==> config.mk <==
export PLATFORM = sky130hd
export DESIGN_NAME = cil_ctrl
export DESIGN_NICKNAME = d
export VERILOG_FILES = /design/src/rtl/cil_pkg.sv /design/src/rtl/cil_ctrl.sv
export VERILOG_INCLUDE_DIRS = /design/src /design/src/rtl
export SDC_FILE = /design/constraint.sdc
export NUM_CORES = 1
export LEC_CHECK = 0
export ABC_AREA = 0
export BUFFER_PORTS_ARGS = -buffer_cell sky130_fd_sc_hd__buf_2
export CAP_MARGIN = 10
export CELL_PAD_IN_SITES_DETAIL_PLACEMENT = 0
export CELL_PAD_IN_SITES_GLOBAL_PLACEMENT = 1
export CORE_ASPECT_RATIO = 0.6
export CORE_MARGIN = 8
export CORE_UTILIZATION = 42
export CTS_BUF_LIST = sky130_fd_sc_hd__clkbuf_2 sky130_fd_sc_hd__clkbuf_4 sky130_fd_sc_hd__clkbuf_8
export CTS_CLUSTER_DIAMETER = 50
export DETAILED_ROUTE_END_ITERATION = 16
export GPL_TIMING_DRIVEN = 0
export PLACE_DENSITY = 0.85
export REMOVE_ABC_BUFFERS = 1
export SKIP_LAST_GASP = 1
export SLEW_MARGIN = 20
export SYNTH_ARGS = -nofsm -noshare
export SYNTH_HDL_FRONTEND = slang
export SYNTH_SLANG_ARGS = --single-unit
==> constraint.sdc <==
create_clock -name clk -period 6.03 [get_ports clk]
set_input_delay 0.9045 -clock clk [delete_from_list [all_inputs] [get_ports clk]]
set_output_delay 0.9045 -clock clk [all_outputs]
set_load 0.05 [all_outputs]
==> src/rtl/cue_interval_lookup_assert.svh <==
// Assertion macros for the cue interval lookup block.
// Used by cil_ctrl, which checks its own control logic; needs clk and rst in scope.
`ifndef CUE_INTERVAL_LOOKUP_ASSERT_SVH
`define CUE_INTERVAL_LOOKUP_ASSERT_SVH
`ifndef SYNTH
// Same-cycle implication, sampled on the rising clock edge.
`define CIL_ASSERT_NOW(label, ante, cons, msg) \
  label: assert property (@(posedge clk) disable iff (rst) (ante) |-> (cons)) \
    else $error(msg);
// Next-cycle implication, sampled on the rising clock edge.
`define CIL_ASSERT_NEXT(label, ante, cons, msg) \
  label: assert property (@(posedge clk) disable iff (rst) (ante) |=> (cons)) \
    else $error(msg);
`else
`define CIL_ASSERT_NOW(label, ante, cons, msg)
`define CIL_ASSERT_NEXT(label, ante, cons, msg)
`endif
`endif

==> src/rtl/cil_pkg.sv <==
// Shared types and codes for the cue interval lookup block.
// No dependencies; used by cil_ctrl, cue_interval_lookup and the bench.
`default_nettype none

package cil_pkg;

  localparam int TIME_W  = 32;
  localparam int INDEX_W = 11;

  typedef enum logic [1:0] {
    OP_APPEND = 2'd0,
    OP_QUERY  = 2'd1,
    OP_CLEAR  = 2'd2
  } op_t;

  typedef enum logic [1:0] {
    STAT_OK   = 2'd0,
    STAT_MISS = 2'd1,
    STAT_FULL = 2'd2
  } status_t;

  typedef enum logic {
    S_IDLE = 1'b0,
    S_SCAN = 1'b1
  } ctrl_state_t;

  typedef struct packed {
    op_t                op;
    logic [TIME_W-1:0]  start_ms;
    logic [TIME_W-1:0]  duration_ms;
    logic [TIME_W-1:0]  query_ms;
  } cmd_t;

  typedef struct packed {
    status_t            status;
    logic [INDEX_W-1:0] entry_index;
  } result_t;

  // Interval bounds as they are held in one memory word.
  typedef struct packed {
    logic [TIME_W-1:0] start_ms;
    logic [TIME_W-1:0] end_ms;
  } entry_t;

endpackage

`default_nettype wire

==> src/rtl/cil_ctrl.sv <==
// Sequencer of the cue interval lookup: entry count, scan cursor, the
// forward scan over the entry memory and the result register.
// Depends on cil_pkg and cue_interval_lookup_assert.svh.
`default_nettype none
`include "cue_interval_lookup_assert.svh"

module cil_ctrl
  import cil_pkg::*;
#(
  parameter int MAX_ENTRIES = 1024
) (
  input  wire logic                           clk,
  input  wire logic                           rst,
  input  wire logic                           start,
  input  wire cmd_t                           cmd,
  output logic                                busy,
  output logic                                mem_we,
  output logic [$clog2(MAX_ENTRIES)-1:0]      mem_addr,
  input  wire entry_t                         mem_rdata,
  output logic                                done,
  output result_t                             result
);

  localparam int AW = $clog2(MAX_ENTRIES);
  localparam int CW = $clog2(MAX_ENTRIES + 1);
  localparam logic [CW-1:0] MAX_CNT = CW'(MAX_ENTRIES);

  ctrl_state_t       state;
  ctrl_state_t       state_next;
  logic [CW-1:0]     count;
  logic [AW-1:0]     cursor;
  logic [CW-1:0]     ptr;
  logic [AW-1:0]     cmp_addr;
  logic              pend;
  logic [TIME_W-1:0] query;

  logic accept;
  logic scan_hit;
  logic scan_end;
  logic full;

  assign accept   = start && !busy;
  assign full     = (count >= MAX_CNT);
  // The word for cmp_addr arrived this cycle; test it against the query.
  assign scan_hit = pend && (query >= mem_rdata.start_ms) && (query <= mem_rdata.end_ms);
  assign scan_end = !scan_hit && (ptr >= count);

  always_comb begin
    state_next = state;
    unique case (state)
      S_IDLE: begin
        if (accept && cmd.op == OP_QUERY) begin
          state_next = S_SCAN;
        end
      end
      S_SCAN: begin
        if (scan_hit || scan_end) begin
          state_next = S_IDLE;
        end
      end
      default: state_next = S_IDLE;
    endcase
  end

  always_comb begin
    busy     = 1'b0;
    mem_we   = 1'b0;
    mem_addr = count[AW-1:0];
    unique case (state)
      S_IDLE: begin
        mem_we = accept && (cmd.op == OP_APPEND) && !full;
      end
      S_SCAN: begin
        busy     = 1'b1;
        mem_addr = ptr[AW-1:0];
      end
      default: begin
        busy = 1'b0;
      end
    endcase
  end

  // Control state.
  always_ff @(posedge clk) begin
    if (rst) begin
      state  <= S_IDLE;
      count  <= '0;
      cursor <= '0;
      pend   <= 1'b0;
      done   <= 1'b0;
    end else begin
      state <= state_next;
      done  <= 1'b0;
      if (accept) begin
        done <= (cmd.op != OP_QUERY);
        pend <= 1'b0;
        case (cmd.op)
          OP_APPEND: begin
            if (!full) begin
              count <= count + 1'b1;
            end
          end
          OP_CLEAR: begin
            count  <= '0;
            cursor <= '0;
          end
          default: begin
          end
        endcase
      end else if (state == S_SCAN) begin
        if (scan_hit) begin
          done   <= 1'b1;
          cursor <= cmp_addr;
        end else if (scan_end) begin
          done <= 1'b1;
        end else begin
          pend <= 1'b1;
        end
      end
    end
  end

  // Payload registers.
  always_ff @(posedge clk) begin
    if (accept) begin
      result.status      <= STAT_OK;
      result.entry_index <= INDEX_W'(count);
      case (cmd.op)
        OP_APPEND: begin
          if (full) begin
            result.status <= STAT_FULL;
          end
        end
        OP_QUERY: begin
          query <= cmd.query_ms;
          ptr   <= CW'(cursor);
        end
        OP_CLEAR: begin
          result.entry_index <= '0;
        end
        default: begin
        end
      endcase
    end else if (state == S_SCAN) begin
      if (scan_hit) begin
        result.status      <= STAT_OK;
        result.entry_index <= INDEX_W'(cmp_addr);
      end else if (scan_end) begin
        result.status      <= STAT_MISS;
        result.entry_index <= INDEX_W'(count);
      end else begin
        cmp_addr <= ptr[AW-1:0];
        ptr      <= ptr + 1'b1;
      end
    end
  end

  `CIL_ASSERT_NOW(a_write_idle, mem_we, !busy, "entry write during a scan")
  `CIL_ASSERT_NEXT(a_scan_result, (state == S_SCAN) && (scan_hit || scan_end), done,
    "finished scan gave no result")
  `CIL_ASSERT_NOW(a_full_count, done && (result.status == STAT_FULL), count == MAX_CNT,
    "full status with room left in the table")
  `CIL_ASSERT_NOW(a_miss_cursor, done && (result.status == STAT_MISS), $stable(cursor),
    "cursor moved on a query miss")

endmodule

`default_nettype wire

==> summary.md <==
| Metric | Value |
|---|---|
| Status | `completed` |
| Static Leak | `2.98 nW` |
| Fraction of registers with async set/reset | `0%` |
| Max rail drop VDD | `98.3 uV` |
| Antenna violations before repair | `0` |
| Final Cycle Share | `66.1%` |
| R2r endpoint | `cmp_addr[8]` |
| Slew Viols, Final | `0` |
| CTS resizes | `0` |
| WS Path Type | `input port to register` |
| Initial Utilization | `43.0%` |
| Initial DRT Pass Iterations | `6` |
| Worst-path cell chain | `buf_2, inv_1, ha_1, a21oi_1, o21ai_0, a221o_1, a211oi_1, o21a_1, o21ai_2, nor2_1` |
| Hold violation count in the final report | `0` |
| Fmax | `0.251 GHz` |
| Vias in the first global route | `4662` |
| Post-Syn Area | `5520 sq um` |
| Yosys reg bits | `90` |
| FILL cells | `1178` |
| Reg2reg setup slack | `2.27 ns` |
| First-pass GRT wire length | `24600 microns` |
| Leading area contributor after synthesis | `edfxtp_1` |
| Placed inst area | `6330 sq um` |
| H-tree levels | `3` |
| Comb power frac | `14.8%` |
| Crit start category | `input port` |
| Critical path's slowest cell | `nor2_1` |
| Setup TNS | `0 ns` |
| Hold buffer count at cts | `0` |
| GRT overflow | `0` |
| Synth-to-layout area growth | `18.2%` |
| CP Max Fanout | `12` |
| Register area | `2460 sq um` |
| RSZ-0062 raised after global routing | `no` |
| Die Height | `105 microns` |
| Reg2reg start | `query[17]` |
| Part of the power in registers | `52.5%` |
| Switching Fraction | `28.1%` |
| Largest net degree at the start of global routing | `33` |
| Die ar. | `17200 sq um` |
| IO buf count | `126` |
| # clock sinks | `90` |
| Final setup viols | `0` |
| # rows | `32` |
| Post-route cell area | `6530 sq um` |
| Post-CTS Repair Setup Buffers | `0` |
| Area share of the largest cell type after synthesis | `35.9%` |
| GP Congestion | `0.864` |
| Routed WL | `15100 microns` |
| Post-synth EDFFs | `66` |
| WHS | `0.518 ns` |
| Share of cells above drive strength 1 | `21.7%` |
| Synth area leaders | `edfxtp_1, ha_1, dfxtp_1` |
| Yosys warns | `0` |
| CTS Buf Count | `9` |
| Gate count after technology mapping | `562` |
| Util after Layout | `50.8%` |
| Worst setup path endpoint | `cmp_addr[8]` |
| Core Area | `12900 sq um` |
| GRT Total Usage | `17.9%` |
| Share of total power in the clock network | `32.7%` |
| Via/cell ratio | `5.27` |
| Detail Route Antenna Nets | `0` |
| Post-DP HPWL | `11900 microns` |
| Worst r2r path cells | `8` |
| DR DRC count | `0` |
| Mean post-synth cell area | `9.83 sq um` |
| # diodes | `0` |
| Max-cap violation count | `0` |
| Fin crit period | `3.99 ns` |
| Internal power | `951 uW` |
| I/O pin total | `191` |
| Critical Path End Type | `register` |
| CP peak stage delay | `0.85 ns` |
| Sw Pwr | `372 uW` |
| Clk_skew | `0.0116 ns` |
| CP required | `6.02 ns` |
| TritonCTS clock tree | `built` |
| Starting DRT DRC Count | `307` |
| Final net count | `930` |
| Synth unique cells | `49` |
| Vias | `4544` |
| Critical path startpoint | `mem_rdata[49]` |
| Synth Flop Type | `edfxtp_1` |
| Relative max-transition margin | `28.5%` |
| CTS Root Cell | `clkbuf_8` |
| PD cells | `203 nW/um^2` |
| CTS max path bufs | `2` |
| HP Class | `register to register` |
| Top cells by count, synth | `inv_1, ha_1, edfxtp_1` |
| Most frequent cell after synthesis | `inv_1` |
| Seq/Total Area, Yosys | `44.6%` |
| CTS clk-pin slew, worst paths | `0.09 ns` |
| Footprint of the multi-input gates | `2650 sq um` |
| Die Span X | `164 microns` |
| Wire per inst | `17.5 microns` |
| Tightest Pin Transition | `1.07 ns` |
| Clk Latency, worst-skew pair | `0.37 ns` |
| Critical path arrival | `3.97 ns` |
| Worst Hold Depth | `2` |
routing by layer:
layer | routed length [microns] | part of all wire [%] | track usage (%)
met5 | 0 | 0 | 0
met4 | 137 | 0.91 | 3.42
met3 | 1010 | 6.7 | 4.51
met1 | 7630 | 51 | 26.0
met2 | 6280 | 42 | 26.4
worst max-delay path, delay by kind of cell:
| kind | cells | cell delay, ns |
|---|---|---|
| buffers and inverters | 2 | 0.12 |
| AND/OR/NAND/NOR | 1 | 0.85 |
| AO/OA/AOI/OAI | 6 | 1.79 |
| adder cells (fa/ha/maj) | 1 | 0.31 |
cells by family after synthesis:
group / after synthesis / share of synthesized area, %
xor+xnor: 14 / 2.22
buf+inv: 109 / 7.59
fa+ha+maj: 78 / 17.7
compound gates: 118 / 13.5
simple gates: 143 / 12.6
mux: 10 / 1.81
flops: 90 / 44.6
worst min path at each step:
stage | startpoint | endpoint
after global placement | count[6] | count[6]
after global routing | ptr[3] | cmp_addr[3]
after CTS | count[6] | count[6]
after detailed placement | count[6] | count[6]
after floorplan | pend | pend
final | count[6] | count[6]
state kept, by name (all words and copies together), names as in the netlist:
register and cells:
cmp_addr 10, cursor 10, state 1, result 13, ptr 11, count 11
pend 1, done 1, query 32
through the flow:
step	setup WS, ns	std cells	total power [mW]
6_report	2.04	862	1.32
3_3_place_gp	1.32	844	0.895
2_1_floorplan	2.19	548	0.823
3_5_place_dp	1.76	846	0.904
4_1_cts	2.12	862	1.33
5_1_grt	1.95	862	1.38
power by group through the flow:
| stage | Clock, mW | Combinational [mW] | Sequential (mW) |
|---|---|---|---|
| global route | 0.467 | 0.219 | 0.698 |
| global placement | 0 | 0.185 | 0.709 |
| CTS | 0.443 | 0.196 | 0.696 |
| detailed placement | 0 | 0.195 | 0.710 |
| floorplan | 0 | 0.0969 | 0.726 |
| finish | 0.433 | 0.195 | 0.695 |
cells in the final DEF, fill, tap and decap left out, types with 15 or more instances in the layout:
cell type | netlist | routed
buf_2 | 2 | 126
o21ai_0 | 29 | 28
ha_1 | 78 | 78
nor2_1 | 22 | 22
nand3_1 | 15 | 15
dfxtp_1 | 24 | 24
edfxtp_1 | 66 | 66
o31ai_1 | 20 | 20
inv_1 | 95 | 94
a21oi_1 | 33 | 33
nand2_1 | 54 | 54
area by class of cell:
cell class	count	share of cell area, %
Sequential cell	90	37.7
Timing Repair Buffer	128	10.0
Multi-Input combinational cell	363	40.5
Clock inverter	7	1.17
Tap cell	170	3.26
Clock buffer	9	1.90
Inverter	95	5.46
Note: power is estimated with default switching activity, not from simulation.
